===== src/rtl/sps_pkg.sv =====
// Shared types and constants of the servo pulse sequencer.
// No dependencies; every other file of the block but assert_macros.svh refers to it by scoped names.
package sps_pkg;

    localparam int CHANNELS_DEFAULT = 8;

    localparam int IDX_W      = 3;
    localparam int POS_W      = 8;
    localparam int TICK_W     = 16;
    localparam int LEVELS_W   = 8;
    localparam int S_TDATA_W  = 16;
    localparam int M_TDATA_W  = 24;
    localparam int CFG_ADDR_W = 1;

    localparam logic [TICK_W-1:0] BASE_TICKS_RESET  = 16'd250;
    localparam logic [TICK_W-1:0] FRAME_TICKS_RESET = 16'd3000;
    localparam logic [POS_W-1:0]  MID_POSITION      = 8'd125;

    typedef enum logic {
        OP_EVENT        = 1'b0,
        OP_SET_POSITION = 1'b1
    } op_t;

    typedef enum logic [CFG_ADDR_W-1:0] {
        REG_BASE_TICKS  = 1'b0,
        REG_FRAME_TICKS = 1'b1
    } cfg_reg_t;

    typedef struct packed {
        op_t              operation;
        logic [IDX_W-1:0] servo_index;
        logic [POS_W-1:0] position;
    } item_t;

    typedef struct packed {
        logic [LEVELS_W-1:0] channel_levels;
        logic [TICK_W-1:0]   next_interval;
        logic                frame_end;
    } result_t;

endpackage


===== src/rtl/sps_in_reg.sv =====
// Input register of the servo pulse sequencer: holds one accepted request.
// Depends on sps_pkg for the request type.
module sps_in_reg
(
    input  logic          clk,
    input  logic          rst_n,
    input  logic          load,
    input  logic          advance,
    input  sps_pkg::item_t item_in,
    output logic          valid,
    output sps_pkg::item_t item_out
);

    logic           valid_reg;
    logic           valid_next;
    sps_pkg::item_t item_reg;

    always_comb
    begin
        valid_next = valid_reg;
        if (load)
        begin
            valid_next = 1'b1;
        end
        else if (advance)
        begin
            valid_next = 1'b0;
        end
    end

    always_ff @(posedge clk or negedge rst_n)
    begin
        if (!rst_n)
        begin
            valid_reg <= 1'b0;
        end
        else
        begin
            valid_reg <= valid_next;
        end
    end

    always_ff @(posedge clk)
    begin
        if (load)
        begin
            item_reg <= item_in;
        end
    end

    assign valid    = valid_reg;
    assign item_out = item_reg;

endmodule


===== src/rtl/sps_slot_engine.sv =====
// Slot state, stored positions and settings of the servo pulse sequencer, and the
// logic that turns one request into the next interval. Depends on sps_pkg.
module sps_slot_engine
#(
    parameter int CHANNELS = sps_pkg::CHANNELS_DEFAULT
)
(
    input  logic                             clk,
    input  logic                             rst_n,
    input  logic                             cfg_we,
    input  logic [sps_pkg::CFG_ADDR_W-1:0]   cfg_addr,
    input  logic [sps_pkg::TICK_W-1:0]       cfg_wdata,
    input  logic                             item_valid,
    input  sps_pkg::item_t                   item,
    input  logic                             out_free,
    output logic                             advance,
    output logic                             result_valid,
    output sps_pkg::result_t                 result
);

    localparam int SLOT_W  = $clog2(CHANNELS + 1);
    localparam int PIDX_W  = (CHANNELS > 1) ? $clog2(CHANNELS) : 1;
    localparam int LWIDE_W = (CHANNELS > sps_pkg::LEVELS_W) ? CHANNELS : sps_pkg::LEVELS_W;

    logic [sps_pkg::TICK_W-1:0] base_ticks_reg;
    logic [sps_pkg::TICK_W-1:0] frame_ticks_reg;
    logic [SLOT_W-1:0]          slot_reg;
    logic [SLOT_W-1:0]          slot_next;
    logic [sps_pkg::TICK_W-1:0] pause_left_reg;
    logic [sps_pkg::TICK_W-1:0] pause_left_next;
    logic [CHANNELS-1:0]        levels_reg;
    logic [CHANNELS-1:0]        levels_next;
    logic [sps_pkg::POS_W-1:0]  positions_reg [CHANNELS];

    logic                       is_set;
    logic                       do_event;
    logic                       do_set;
    logic                       last_servo;
    logic [sps_pkg::POS_W-1:0]  cur_pos;
    logic [sps_pkg::TICK_W:0]   pulse_sum;
    logic [sps_pkg::TICK_W-1:0] pulse_ticks;
    logic [sps_pkg::TICK_W-1:0] pause_sub;
    logic [CHANNELS-1:0]        clear_mask;
    logic [LWIDE_W-1:0]         levels_wide;

    assign is_set   = (item.operation == sps_pkg::OP_SET_POSITION);
    assign advance  = item_valid && (is_set || out_free);
    assign do_event = advance && !is_set;
    assign do_set   = advance && is_set && (32'(item.servo_index) < CHANNELS);

    // Slot CHANNELS, after the last servo, is the pause; the event in it closes the frame.
    assign last_servo = (slot_reg == SLOT_W'(CHANNELS));
    assign cur_pos    = positions_reg[PIDX_W'(slot_reg)];
    assign pulse_sum  = {1'b0, base_ticks_reg} + (sps_pkg::TICK_W + 1)'(cur_pos);
    assign pulse_ticks = pulse_sum[sps_pkg::TICK_W] ? '1 : pulse_sum[sps_pkg::TICK_W-1:0];
    assign pause_sub  = (pause_left_reg > sps_pkg::TICK_W'(cur_pos))
                      ? pause_left_reg - sps_pkg::TICK_W'(cur_pos) : '0;

    always_comb
    begin
        clear_mask = '0;
        if (slot_reg != '0)
        begin
            clear_mask = CHANNELS'(1) << (slot_reg - SLOT_W'(1));
        end
    end

    always_comb
    begin
        slot_next       = slot_reg;
        pause_left_next = pause_left_reg;
        levels_next     = levels_reg;
        result.next_interval = pulse_ticks;
        result.frame_end     = 1'b0;
        if (last_servo)
        begin
            slot_next            = '0;
            pause_left_next      = frame_ticks_reg;
            levels_next          = '0;
            result.next_interval = pause_left_reg;
            result.frame_end     = 1'b1;
        end
        else
        begin
            slot_next       = slot_reg + SLOT_W'(1);
            pause_left_next = pause_sub;
            levels_next     = (levels_reg & ~clear_mask) | (CHANNELS'(1) << slot_reg);
        end
        levels_wide           = LWIDE_W'(levels_next);
        result.channel_levels = levels_wide[sps_pkg::LEVELS_W-1:0];
    end

    assign result_valid = do_event;

    always_ff @(posedge clk or negedge rst_n)
    begin
        if (!rst_n)
        begin
            base_ticks_reg  <= sps_pkg::BASE_TICKS_RESET;
            frame_ticks_reg <= sps_pkg::FRAME_TICKS_RESET;
        end
        else if (cfg_we)
        begin
            unique case (sps_pkg::cfg_reg_t'(cfg_addr))
                sps_pkg::REG_BASE_TICKS:  base_ticks_reg  <= cfg_wdata;
                sps_pkg::REG_FRAME_TICKS: frame_ticks_reg <= cfg_wdata;
            endcase
        end
    end

    always_ff @(posedge clk or negedge rst_n)
    begin
        if (!rst_n)
        begin
            slot_reg       <= '0;
            pause_left_reg <= sps_pkg::FRAME_TICKS_RESET;
            levels_reg     <= '0;
        end
        else if (do_event)
        begin
            slot_reg       <= slot_next;
            pause_left_reg <= pause_left_next;
            levels_reg     <= levels_next;
        end
    end

    always_ff @(posedge clk or negedge rst_n)
    begin
        if (!rst_n)
        begin
            for (int k = 0; k < CHANNELS; k++)
            begin
                positions_reg[k] <= sps_pkg::MID_POSITION;
            end
        end
        else if (do_set)
        begin
            positions_reg[PIDX_W'(item.servo_index)] <= item.position;
        end
    end

endmodule


===== src/rtl/sps_out_reg.sv =====
// Result register of the servo pulse sequencer, the master side of the stream.
// Depends on sps_pkg for the result type.
module sps_out_reg
(
    input  logic             clk,
    input  logic             rst_n,
    input  logic             load,
    input  sps_pkg::result_t result_in,
    input  logic             taken,
    output logic             free,
    output logic             valid,
    output sps_pkg::result_t result_out
);

    logic             valid_reg;
    logic             valid_next;
    sps_pkg::result_t result_reg;

    // The register can take a new result when it is empty or being emptied now.
    assign free = !valid_reg || taken;

    always_comb
    begin
        valid_next = valid_reg;
        if (load)
        begin
            valid_next = 1'b1;
        end
        else if (taken)
        begin
            valid_next = 1'b0;
        end
    end

    always_ff @(posedge clk or negedge rst_n)
    begin
        if (!rst_n)
        begin
            valid_reg <= 1'b0;
        end
        else
        begin
            valid_reg <= valid_next;
        end
    end

    always_ff @(posedge clk)
    begin
        if (load)
        begin
            result_reg <= result_in;
        end
    end

    assign valid      = valid_reg;
    assign result_out = result_reg;

endmodule


===== src/rtl/servo_pulse_sequencer.sv =====
// Top level of the servo pulse sequencer: input register, slot engine, result register.
// Depends on sps_pkg, sps_in_reg, sps_slot_engine and sps_out_reg.

// The sequencer takes one request per clock cycle, either a compare event or a position
// update, unless a compare event waits in the input register for a full result register.
// A compare event passes from the input register through the slot engine into the result
// register; position updates yield nothing and never wait for the result side. The slot
// engine is combinational on its result path: the slot, pause and level registers are
// updated in the cycle the request leaves the input register. The result register lets
// a new request be taken while an earlier result still waits. A frame is CHANNELS pulse
// events followed by one pause event flagged with tlast. The user must write the settings
// only while no request is in flight; the block itself does not enforce it.
module servo_pulse_sequencer
#(
    parameter int CHANNELS = sps_pkg::CHANNELS_DEFAULT
)
(
    input  logic                            clk,
    input  logic                            rst_n,
    input  logic                            cfg_we,
    input  logic [sps_pkg::CFG_ADDR_W-1:0]  cfg_addr,
    input  logic [sps_pkg::TICK_W-1:0]      cfg_wdata,
    input  logic                            s_tvalid,
    output logic                            s_tready,
    input  logic [sps_pkg::S_TDATA_W-1:0]   s_tdata,   // servo_index[2:0], position[10:3]
    input  logic                            s_tuser,   // operation
    output logic                            m_tvalid,
    input  logic                            m_tready,
    output logic [sps_pkg::M_TDATA_W-1:0]   m_tdata,   // channel_levels[7:0], next_interval[23:8]
    output logic                            m_tlast
);

    sps_pkg::item_t   in_item;
    sps_pkg::item_t   held_item;
    sps_pkg::result_t eng_result;
    sps_pkg::result_t out_result;
    logic             held_valid;
    logic             advance;
    logic             result_valid;
    logic             out_free;

    assign in_item.operation   = sps_pkg::op_t'(s_tuser);
    assign in_item.servo_index = s_tdata[sps_pkg::IDX_W-1:0];
    assign in_item.position    = s_tdata[sps_pkg::IDX_W +: sps_pkg::POS_W];

    assign s_tready = !held_valid || advance;

    sps_in_reg u_in_reg
    (
        .clk      (clk),
        .rst_n    (rst_n),
        .load     (s_tvalid && s_tready),
        .advance  (advance),
        .item_in  (in_item),
        .valid    (held_valid),
        .item_out (held_item)
    );

    sps_slot_engine
    #(
        .CHANNELS (CHANNELS)
    )
    u_engine
    (
        .clk          (clk),
        .rst_n        (rst_n),
        .cfg_we       (cfg_we),
        .cfg_addr     (cfg_addr),
        .cfg_wdata    (cfg_wdata),
        .item_valid   (held_valid),
        .item         (held_item),
        .out_free     (out_free),
        .advance      (advance),
        .result_valid (result_valid),
        .result       (eng_result)
    );

    sps_out_reg u_out_reg
    (
        .clk        (clk),
        .rst_n      (rst_n),
        .load       (result_valid),
        .result_in  (eng_result),
        .taken      (m_tready),
        .free       (out_free),
        .valid      (m_tvalid),
        .result_out (out_result)
    );

    assign m_tdata = {out_result.next_interval, out_result.channel_levels};
    assign m_tlast = out_result.frame_end;

endmodule


===== config.mk =====
export PLATFORM = sky130hd
export DESIGN_NAME = servo_pulse_sequencer
export DESIGN_NICKNAME = d
export VERILOG_FILES = /design/src/rtl/sps_pkg.sv /design/src/rtl/sps_in_reg.sv /design/src/rtl/sps_slot_engine.sv /design/src/rtl/sps_out_reg.sv /design/src/rtl/servo_pulse_sequencer.sv
export SDC_FILE = /design/constraint.sdc
export NUM_CORES = 1
export LEC_CHECK = 0
export ABC_AREA = 1
export BUFFER_PORTS_ARGS = -buffer_cell sky130_fd_sc_hd__buf_2
export CORE_UTILIZATION = 40
export CTS_CLUSTER_DIAMETER = 40
export DETAILED_ROUTE_END_ITERATION = 8
export GPL_TIMING_DRIVEN = 0
export SETUP_SLACK_MARGIN = 0.2
export SKIP_LAST_GASP = 1
export SLEW_MARGIN = 20
export SYNTH_ARGS = -nofsm -noshare
export SYNTH_HDL_FRONTEND = slang
export SYNTH_HIERARCHICAL = 1
export SYNTH_SLANG_ARGS = --single-unit
export TNS_END_PERCENT = 50

===== constraint.sdc =====
create_clock -name clk -period 5.25 [get_ports clk]
set_clock_uncertainty 0.15 [all_clocks]
set_input_delay 0 -clock clk [delete_from_list [all_inputs] [get_ports clk]]
set_output_delay 0 -clock clk [all_outputs]
set_load 0.01 [all_outputs]

# Word-level counts from Yosys, hierarchy flattened
# Index checks and enable logic that the tools add are counted.
# Widths: inputs -> output; s select.
[totals]
n_memories = 0
ff_bits = 163
latch_bits = 0
out_inout_bits = 27
word_cells = 71
ramBits = 0
rom_bits = 0
[classes]
n_bitwise = 6
mul = 0
n_reduce_logical = 16
order_cmp = 4
n_mux = 17
div = 0
shifts = 2
add_sub_neg = 4
n_eq_ne = 1
[op_table]
columns = ["operator", "n"]
rows = [
  ["$bwmux 64", 1],
  ["$mux 16", 3],
  ["$mux 8", 5],
  ["$bmux 8 s3", 1],
  ["$demux 8 s3", 1],
  ["$add 16x8->17", 1],
  ["$mux 17", 1],
  ["$gt 16x8->1", 1],
  ["$shl 1x4->8 const A", 2],
  ["$sub 16x8->16", 1],
  ["$and 8x8->8", 1],
  ["$ge 4x4->1 const B", 2],
  ["$not 3->4", 2],
  ["$not 8->8", 1],
  ["$or 8x8->8", 1],
  ["$logic_and 1x1->1", 5],
  ["$add 4x1->4 const B", 1],
  ["$eq 4x4->1 const B", 1],
  ["$lt 4x1->1 const B", 1],
  ["$mux 1", 4],
  ["$mux 4", 1],
  ["$reduce_and 2->1", 2],
  ["$reduce_bool 2->1", 2],
  ["$reduce_bool 4->1", 1],
  ["other kinds (4)", 8],
]

# Logic depth before layout (Yosys ltp)
# Gate-level depths: netlist of the first run.
[depth]
depth_word = 7
mapped_depth = 19
depth_no_buf = 17

# Modules after synthesis
# Netlist of the first run, hierarchy kept.
[modules_own_cells]
columns = ["module", "n_inst", "cells_per_inst", "area_each_um2", "seq_area_each_um2"]
rows = [
  ["sps_slot_engine", 1, 946, 7344.5, 3188.1],
  ["sps_out_reg", 1, 30, 795.8, 775.7],
  ["sps_in_reg", 1, 17, 400.4, 385.4],
  ["servo_pulse_sequencer", 1, 4, 20.0, 0.0],
]

# Worst setup path after synthesis of the first run
# OpenSTA, ideal clock, no wires.
[synth_timing]
path_kind = "register to register"
start = "register u_engine.slot_reg[0]"
end = "register u_out_reg.result_reg (netlist bit u_out_reg/result_out[11]) (data pin)"
n_path_buf = 3
period_less_slack_ps = 2974
required_ps = 4838
t_arrival_ps = 2563
setup_slack_ps = 2276
stages_incl_launch_ff = 16
path_cell_list = "dfrtp_1 > buf_2 > clkbuf_1 > o21ai_0 > o22ai_1 > nand2_1 > nand2_1 > ha_1 > fa_1 > nand3_1 > nand3_1 > nand2_1 > nand2_1 > a21oi_2 > buf_4 > a31oi_1"
[synth_rtl]
columns = ["item", "line_no", "rtl"]
rows = [
  ["from (decl)", "sps_slot_engine.sv:27", "logic [SLOT_W-1:0] slot_reg;"],
  ["from (signal assigned)", "sps_slot_engine.sv:121", "slot_reg <= slot_next;"],
  ["to (signal assigned)", "sps_out_reg.sv:51", "result_reg <= result_in;"],
  ["to (decl)", "sps_out_reg.sv:17", "sps_pkg::result_t result_reg;"],
]

==> results.md, run 1 <==
* PwrDens at 667 nW/um^2
* Startpoint types: register
* Port Buffer Count at 60
* DRC at 0
* Synth area leaders: dfstp_2 (21%), dfrtp_1 (17%), edfxtp_1 (13%)
* XOR/XNOR Fraction of Synth Area at 1.52%
* Largest family of logic cells by synthesized area: simple AND/OR/NAND/NOR gates
* Net Count, Synth at 1063
* #FFs+latches synth at 163
* YS warnings at 6
* Number of global-route vias before repair at 6709
* CP Capture Type: register
* Gpl congestion at 0.882
* Most common cell after layout, fill and taps aside: nand2_1
* Rel. slew slack at 46.1%
* Pleak at 4.77 nW
* Die ar. at 22000 sq um
* Post-Route WL at 22400 um
* WS Path Type: register to register
* Total CTS buffers at 17
* # fillers at 2012
* Detailed placement HPWL at 16000 um
* CTS tree: done
* Crit path cell chain: inv_1 > buf_2 > o21ai_0 > o221ai_1 > o21ai_0 > inv_1 > ha_1 > nand3_1 > nand3_1 > nand2_1 > nand2_1 > a21oi_2 > buf_4 > a21oi_1
* Grt ovf at 0
* Portion of netlist area occupied by mux cells at 0.117%
* Final worst path period need at 4.01 ns
* Root Buffer: clkbuf_16
* Mapped cell area at 8560 sq um
* Synth-to-Final Area Change at 19.4%
* Final slew viol count at 0
* Max Cap Viol at 0
* Detailed Routing Iterations Pass 1 at 5
* Yosys cell types at 43
* Routed WL per cell at 16.0 um
* Asr flop ratio synth at 77.3%
* Simple-gate share of the synthesized area at 23.0%
* Status: finished, final reports clean
* Layout Nets at 1178
* Placement row count at 53
* Synth top area share at 20.9%
* CP Data Arrival Time at 4.03 ns
* Fin util at 48.6%
* Vias at 7129
* Setup TNS at 0 ns
* Commonest cells after routing, fill and taps aside: nand2_1 (278), inv_1 (106), o21ai_0 (77)
* FF-to-FF Start: u_engine/slot_reg[1]
* Slew @ Worst Pin at 0.806 ns
* Largest net degree at the start of global routing at 85
* Initial core utilization at 40.7%
* Area taken by multi-input logic gates at 3590 sq um
* Global-route wire length before repair at 36600 um
* Worst path required time at 5.27 ns
* Post-synthesis compound-gate area fraction at 13.1%
* Post-synth EDFFs at 37
* Max reg flops at 64
* Slowest-stage cell, CP: dfrtp_1
* RSZ-0062 raised after global routing: no
* CTS sink cnt at 163
* Global Route Usage Sum at 21.7%
* Gate Count Post-Synth at 997
* Register area at 4350 sq um
* VDD IR max at 301 uV
* CP bufs+invs at 4
* Placeable Area at 21000 sq um
* CP Max Fanout at 12
* Final Hold Viols at 0
* Max incr delay on CP at 0.53 ns
* Die X at 148 um
* Register area share after synthesis at 50.8%
* Synth Area in Adders at 4.12%
* Period Utilization, post-route at 76.4%
* Endpoints failing setup at 0
* Worst setup startpoint: u_engine/slot_reg[1]
* IO Pins at 66
* Ys flop type: dfstp_2
* Hold/Removal Path Class: input pin to asynchronous set/reset pin
* Routed vias/inst at 5.09
* Clock Tree Buf Depth at 2
* First DRT Iteration DRCs at 633
* CTS clk-pin slew, worst paths at 0.08 ns
* Crit-path leading delay family: compound AO/OA/AOI/OAI gates
* Syn avg cell area at 8.59 sq um
* Area leader, netlist: dfstp_2
* Inserted Diodes at 0
* Max Freq at 249 MHz
* H-Tree Depth at 4
* Initial antenna violation count at 0
* Die H at 148 um
* Layout cells sized above 1 at 19.0%
* Skew-Pair Late Insertion Delay at 0.44 ns
* ANT nets after route at 0
[cell usage after synthesis, types with 2 or more instances]
master,number
xnor2_1,12
inv_1,106
nand3b_1,2
buf_4,11
inv_2,8
edfxtp_1,37
nand2_1,278
dfstp_2,68
nand2_2,2
clkbuf_1,10
nor2_1,68
and2_1,2
nor3_1,5
fa_1,2
ha_1,25
a21oi_1,21
o21ai_1,68
a21oi_2,2
nand4_4,8
nand4_1,13
o21ai_0,77
buf_2,10
a22oi_1,17
nand3_1,50
o22ai_1,16
nor2_8,3
dfrtp_1,58
a21boi_0,2
inv_4,2
[final timing paths]
path                                               end  slack, ns  depth (start not counted)
max                           u_out_reg/result_out[10]       1.24                         14
min                        u_engine/frame_ticks_reg[8]       0.09                          2
max reg2reg                   u_out_reg/result_out[10]       1.24                         14
min reg2reg                 u_engine/positions_reg[43]       0.32                          2
max in group asynchronous  u_engine/frame_ticks_reg[2]       3.62                          3
min in group clk                  u_in_reg/item_out[8]       0.11                          2
[area by class of cell]
class	instances	share of cell area, %
Buffer	33	1.81
Timing Repair Buffer	96	6.73
Clock inverter	15	1.97
Tap cell	275	3.37
Clock buffer	17	4.16
Multi-Input combinational cell	685	35.1
Inverter	116	4.31
Sequential cell	163	42.6
[routing by layer]
metal	share of wire, %	GRT usage [%]	up-vias
met5	0	0	-
met4	1.2	6.34	0
met3	5.4	3.10	21
met2	45	33.3	224
met1	48	31.8	3362
li1	-	-	3522
[cells by family (layout without fill, tap and decap cells)]
| family | after synthesis | in the layout |
|---|---|---|
| DFF | 163 | 163 |
| AOI/OAI and AO/OA | 207 | 207 |
| buffers and inverters | 149 | 277 |
| xor gates and xnor gates | 14 | 14 |
| adders and majority gates | 27 | 27 |
| and+or+nand+nor | 436 | 436 |
| muxes | 1 | 1 |
[through the flow]
| step | hold slack (ns) | cell area (sq um) | instances | power (mW) | worst slack, ns |
|---|---|---|---|---|---|
| 2_1_floorplan | -0.446 | 8560 | 997 | 4.55 | 2.28 |
| 3_3_place_gp | 0.0269 | 9210 | 1332 | 5.44 | 1.40 |
| 6_report | 0.0891 | 10200 | 1400 | 6.82 | 1.24 |
| 4_1_cts | 0.0879 | 10200 | 1400 | 6.84 | 1.35 |
| 3_5_place_dp | -0.244 | 9240 | 1333 | 5.48 | 1.38 |
| 5_1_grt | 0.0975 | 10200 | 1400 | 7.38 | 1.04 |
[repair_timing]
| action | CTS | global route |
|---|---|---|
| hold buffers | 35 | 0 |
| gates resized for setup | 0 | 0 |
| hold endpoints to repair | 143 | 0 |
| setup buffers | 0 | 0 |
[report_power, final]
group | switching, mW | internal [mW]
combinational | 2.11 | 1.15
sequential | 0.297 | 1.97
clock | 0.629 | 0.657
[worst register-to-register path, cell delays in order, from the launching register on]
cell      delay (ns)
dfrtp_1         0.53
inv_1           0.34
buf_2           0.35
o21ai_0         0.17
o221ai_1        0.29
o21ai_0         0.27
inv_1           0.11
ha_1            0.29
nand3_1         0.10
nand3_1         0.20
nand2_1         0.11
nand2_1         0.12
a21oi_2         0.33
buf_4           0.25
a21oi_1         0.15
Power figures use the tool's default switching activity.
==> run 2: changes to the inputs <==
clock period = 3.25 ns   (was 5.25 ns; I/O delays follow)
==> run 2 against run 1 <==
Compared with the run above: hold slack got worse by 0.0040 ns; wire length rose by 3.6%; highest routed layer unchanged; sequential cell count did not move; die area did not move; non-clock buffer count rose by 15; global-route usage rose by 0.23 points; count of clock-buffer cells in the layout did not move; critical path depth rose by 3.
==> results.md, run 2 (synthesis gave the netlist of run 1 again) <==
* DRC at 0
* VDD IR max at 526 uV
* Detailed Routing Iterations Pass 1 at 5
* Period Utilization, post-route at 91.6%
* CP Capture Type: register
* Detailed placement HPWL at 16000 um
* RSZ-0062 raised after global routing: yes
* Total CTS buffers at 17
* Max Cap Viol at 0
* Worst path required time at 3.28 ns
* Routed length on met2 at 10500 um
* Fin util at 51.4%
* Status: finished, final reports clean
* Final worst path period need at 2.98 ns
* Global Route Usage Sum at 21.9%
* Initial core utilization at 40.7%
* CP Max Fanout at 12
* Final slew viol count at 0
* Hold/Removal Path Class: input pin to asynchronous set/reset pin
* Setup TNS at 0 ns
* Port Buffer Count at 60
* WS Path Type: register to register
* Max incr delay on CP at 0.37 ns
* IO Pins at 66
* Die H at 148 um
* Layout Nets at 1193
* Routed vias/inst at 5.18
* Skew-Pair Late Insertion Delay at 0.44 ns
* Synth-to-Final Area Change at 26.3%
* Slew @ Worst Pin at 0.821 ns
* Clock Tree Buf Depth at 2
* Final Hold Viols at 0
* Largest net degree at the start of global routing at 85
* Initial antenna violation count at 0
* Commonest cells after routing, fill and taps aside: nand2_1 (270), inv_1 (105), o21ai_1 (68), dfstp_2 (68), o21ai_0 (65)
* Max Freq at 336 MHz
* Grt ovf at 0
* PwrDens at 1120 nW/um^2
* CTS clk-pin slew, worst paths at 0.07 ns
* Die X at 148 um
* Layout cells sized above 1 at 25.4%
* Pleak at 4.94 nW
* Routed WL per cell at 16.4 um
* Inserted Diodes at 0
* Rel. slew slack at 45.1%
* Met3 WL post-DR at 1230 um
* Max reg flops at 64
* Wl on met1 at 11100 um
* Most common cell after layout, fill and taps aside: nand2_1
* CP Data Arrival Time at 3.00 ns
* Slowest-stage cell, CP: dfrtp_1
* First DRT Iteration DRCs at 543
* CTS tree: done
* Crit-path leading delay family: simple AND/OR/NAND/NOR gates
* Power consumption at 12.1 mW
* Startpoint types: register
* CP bufs+invs at 5
* Number of global-route vias before repair at 6834
* Crit path cell chain: buf_6 > inv_8 > buf_12 > nor2_2 > o22ai_2 > nand2_1 > nand2_4 > ha_4 > fa_2 > nand3_2 > nand3_4 > nand2_2 > nand2_4 > a21oi_4 > buf_12 > buf_8 > a31oi_2
* Top Layer Used: met4
* Endpoints failing setup at 0
* Vias at 7327
* # fillers at 1955
* Placed inst area at 9240 sq um
* ANT nets after route at 0
* Die ar. at 22000 sq um
* Global-route wire length before repair at 36900 um
* Placeable Area at 21000 sq um
* CTS sink cnt at 163
* Post-route cell area at 10800 sq um
* H-Tree Depth at 4
* Post-Route WL at 23200 um
* Root Buffer: clkbuf_16
* Placement row count at 53
* Gpl congestion at 0.882
[run 2: cell count changes in the layout (fill, tap and decap cells not counted), sizes merged]
cell      change
clkbuf        -2
clkinvlp      +1
inv           -1
buf          +17
[run 2: per-stage QoR]
| stage | worst slack [ns] | hold WS (ns) | std cells |
|---|---|---|---|
| after floorplan | 0.276 | -0.446 | 997 |
| after global placement | -0.603 | 0.0269 | 1332 |
| after detailed placement | -0.625 | -0.244 | 1333 |
| after CTS | 0.185 | 0.0879 | 1410 |
| after global routing | 0.158 | 0.0975 | 1415 |
| final | 0.274 | 0.0850 | 1415 |
[run 2: layout make-up]
type	count	area (sq um)	area share [%]
multi-input combinational	685	3940	36.4
tap	275	344	3.18
clock buffer	17	425	3.94
timing repair buffer	111	833	7.71
sequential	163	4350	40.2
buffer	33	259	2.40
inverter	116	457	4.23
clock inverter	15	201	1.86
[run 2: final timing paths]
check,from,endpoint,slack (ns),cells past startpoint
min in group clk,s_tdata[0],u_in_reg/item_out[8],0.11,2
max in group asynchronous,rst_n,u_engine/frame_ticks_reg[2],1.61,3
min reg2reg,u_engine/positions_reg[46],u_engine/positions_reg[46],0.32,2
min,rst_n,u_engine/frame_ticks_reg[8],0.09,2
max reg2reg,u_engine/slot_reg[0],u_out_reg/result_out[11],0.27,17
max,u_engine/slot_reg[0],u_out_reg/result_out[11],0.27,17
[run 2: layer usage]
metal,up-vias,global-route usage [%]
met5,-,0
met4,0,6.55
met3,26,3.10
met2,235,33.7
met1,3510,32.0
li1,3556,-
[run 2: timing repair]
item,CTS,global route
hold buffers,35,0
setup buffers,9,5
gates resized for setup,46,71
hold endpoints to repair,143,0
endpoints found under the setup margin,32,32
pin swaps,3,17
cloned,1,0
[run 2: where the power goes]
group / total (mW) / switching [mW] / internal [mW]
logic: 6.30 / 3.85 / 2.46
registers: 3.68 / 0.498 / 3.18
clock network: 2.09 / 1.02 / 1.06
total: 12.1 / 5.37 / 6.70
==> run 3: changes to the inputs <==
ABC_AREA = default   (was 1)
==> run 3 against run 2 <==
Compared with the run above: the run now ends with negative setup slack left; hold slack got worse by 0.050 ns; final cell count fell by 22%; clock power fell by 6%; count of clock-buffer cells in the layout did not move; design area fell by 2.9%; global-route usage fell by 2.4 points; sequential share of layout area rose by 1.2 points; wire length fell by 15%.
==> results.md, run 3 <==
* Synth area leaders: dfstp_2 (22%), dfrtp_1 (18%), edfxtp_1 (13%)
* Die H at 145 um
* Initial antenna violation count at 0
* Yosys cell types at 65
* Mapped cell area at 8240 sq um
* Register area share after synthesis at 52.8%
* Net Count, Synth at 749
* Asr flop ratio synth at 77.3%
* Global Route Usage Sum at 19.5%
* Largest net degree at the start of global routing at 83
* # fillers at 1732
* Routed WL per cell at 17.9 um
* CTS clk-pin slew, worst paths at 0.07 ns
* Synth top area share at 21.7%
* DRC at 0
* Commonest cells in the netlist: mux2_2 (96), nand2_1 (77), dfstp_2 (68)
* Final WS setup at -0.0865 ns
* Number of global-route vias before repair at 6163
* Gpl congestion at 0.911
* Final Non-Filler Cells at 1108
* Endpoints failing setup at 20
* Post-route cell area at 10500 sq um
* Hold path start: cfg_we
* Port Buffer Count at 60
* CP Data Arrival Time at 3.54 ns
* Synth-to-Final Area Change at 27.4%
* Die X at 145 um
* CP Max Fanout at 6
* ANT nets after route at 0
* Max reg flops at 64
* CTS sink cnt at 163
* Final slew viol count at 0
* Skew-Pair Late Insertion Delay at 0.43 ns
* H-Tree Depth at 4
* Final Hold Viols at 0
* Grt ovf at 0
* Worst setup startpoint: u_engine/slot_reg[0]
* Ys flop type: dfstp_2
* Die ar. at 21200 sq um
* Post-synth EDFFs at 37
* Post-Route WL at 19800 um
* WS Path Type: register to register
* Placed inst area at 9040 sq um
* FF-to-FF Start: u_engine/slot_reg[0]
* Failing checks: negative setup slack
* Pleak at 4.21 nW
* Layout Nets at 891
* VDD IR max at 571 uV
* Final worst path period need at 3.34 ns
* Hold/Removal Path Class: input pin to register
* Max Cap Viol at 0
* Max Freq at 300 MHz
* Total CTS buffers at 17
* Placeable Area at 20200 sq um
* CTS tree: done
* Rel. slew slack at 33.8%
* Startpoint types: register
* Period Utilization, post-route at 103%
* Layout cells sized above 1 at 45.7%
* Clock Tree Buf Depth at 2
* Detailed placement HPWL at 13200 um
* Setup TNS at -1.19 ns
* DP Worst Slack at -0.529 ns
* Inserted Diodes at 0
* Gate Count Post-Synth at 683
* Commonest cells after routing, fill and taps aside: mux2_2 (96), nand2_1 (74), dfstp_2 (68)
* Syn avg cell area at 12.1 sq um
* Most common cell after layout, fill and taps aside: mux2_2
* Placement row count at 52
* Slew @ Worst Pin at 0.989 ns
* Placed Cells at 1014
* Worst path required time at 3.46 ns
* RSZ-0062 raised after global routing: yes
* CP Capture Type: register
* #FFs+latches synth at 163
* YS warnings at 6
* Vias at 6013
* Routed vias/inst at 5.43
* Root Buffer: clkbuf_16
* Cell with the most instances after synthesis: mux2_2
* Status: finished, violations left
* First DRT Iteration DRCs at 430
* IO Pins at 66
* Detailed Routing Iterations Pass 1 at 8
* Initial core utilization at 40.7%
* Global-route wire length before repair at 32000 um
* Area leader, netlist: dfstp_2
* PwrDens at 1230 nW/um^2
==> run 3: cell types whose count changed after synthesis, sizes merged, moves of 8 or more <==
cell	change
nor2	-25
mux4	+16
buf	-15
o31ai	+9
o21ai	-124
clkbuf	+8
nand4	-17
o22ai	-13
a21oi	+8
nand2	-204
mux2	+96
nand3	-29
inv	-95
==> run 3: worst max-delay path, stage by stage (launching register included) <==
cell	delay [ns]
dfrtp_2	0.47
buf_12	0.14
buf_16	0.11
mux4_2	0.48
nand2_1	0.08
and2_4	0.18
ha_1	0.28
nand3_4	0.12
a21oi_4	0.08
a2111oi_4	0.41
o31ai_2	0.14
buf_4	0.19
buf_2	0.15
a31oi_1	0.18
nand3_1	0.09
==> run 3: logic make-up (layout without fill, tap and decap cells) <==
| kind of cell | Yosys count | after routing | synth area share (%) |
|---|---|---|---|
| AO/OA/AOI/OAI | 116 | 116 | 9.50 |
| adder cells (fa/ha/maj) | 27 | 27 | 4.28 |
| AND/OR/NAND/NOR | 202 | 202 | 11.8 |
| XOR/XNOR | 13 | 13 | 1.38 |
| buffers and inverters | 48 | 203 | 2.45 |
| multiplexers | 114 | 114 | 17.7 |
| flip-flops | 163 | 163 | 52.8 |
==> run 3: cell type report <==
type	instances	area, sq um	share of cell area, %
inverters	22	83.8	0.799
repair buffers	123	935	8.91
multi-input cells	472	4010	38.2
clock buffers	17	425	4.05
well taps	270	338	3.22
clock inverters	15	169	1.61
flip-flops and latches	163	4350	41.5
plain buffers	26	186	1.78
==> run 3: path summary, 6_finish.rpt <==
path / endpoint / slack [ns] / cells after the start
worst max-delay path: u_engine/pause_left_reg[9] / -0.09 / 14
worst min-delay path: u_engine/frame_ticks_reg[4] / 0.04 / 3
worst max register to register: u_engine/pause_left_reg[9] / -0.09 / 14
worst min register to register: u_engine/pause_left_reg[15] / 0.35 / 2
max in group asynchronous: u_engine/pause_left_reg[3] / 2.37 / 3
min in group asynchronous: u_engine/pause_left_reg[11] / 0.11 / 2
==> run 3: what timing repair did <==
| item | 4_1_cts | 5_1_grt |
|---|---|---|
| pin swaps | 16 | 18 |
| gates cloned | 2 | 0 |
| endpoints found under the hold margin | 138 | 0 |
| gates resized for setup | 43 | 17 |
| hold buffers | 32 | 0 |
| setup endpoints to repair | 32 | 32 |
| setup buffers | 22 | 6 |
==> run 3: metrics by stage <==
| stage | utilization [%] | total power, mW | hold slack, ns |
|---|---|---|---|
| 6_report | 51.9 | 12.9 | 0.0354 |
| 5_1_grt | 51.9 | 13.7 | 0.0421 |
| 4_1_cts | 51.3 | 12.6 | 0.0260 |
| 3_5_place_dp | 44.7 | 9.52 | -0.182 |
| 3_3_place_gp | 44.5 | 9.28 | 0.0267 |
| 2_1_floorplan | - | 8.10 | -0.446 |
==> run 3: per-layer routing <==
metal  track usage, %  wire, um
met5                0         0
met4             7.00       299
met3             3.95       869
met1             25.8      8920
met2             31.9      9750
==> run 3: power breakdown <==
part	internal, mW	switching [mW]
sequential	3.29	0.533
clock	1.03	0.941
combinational	3.46	3.61
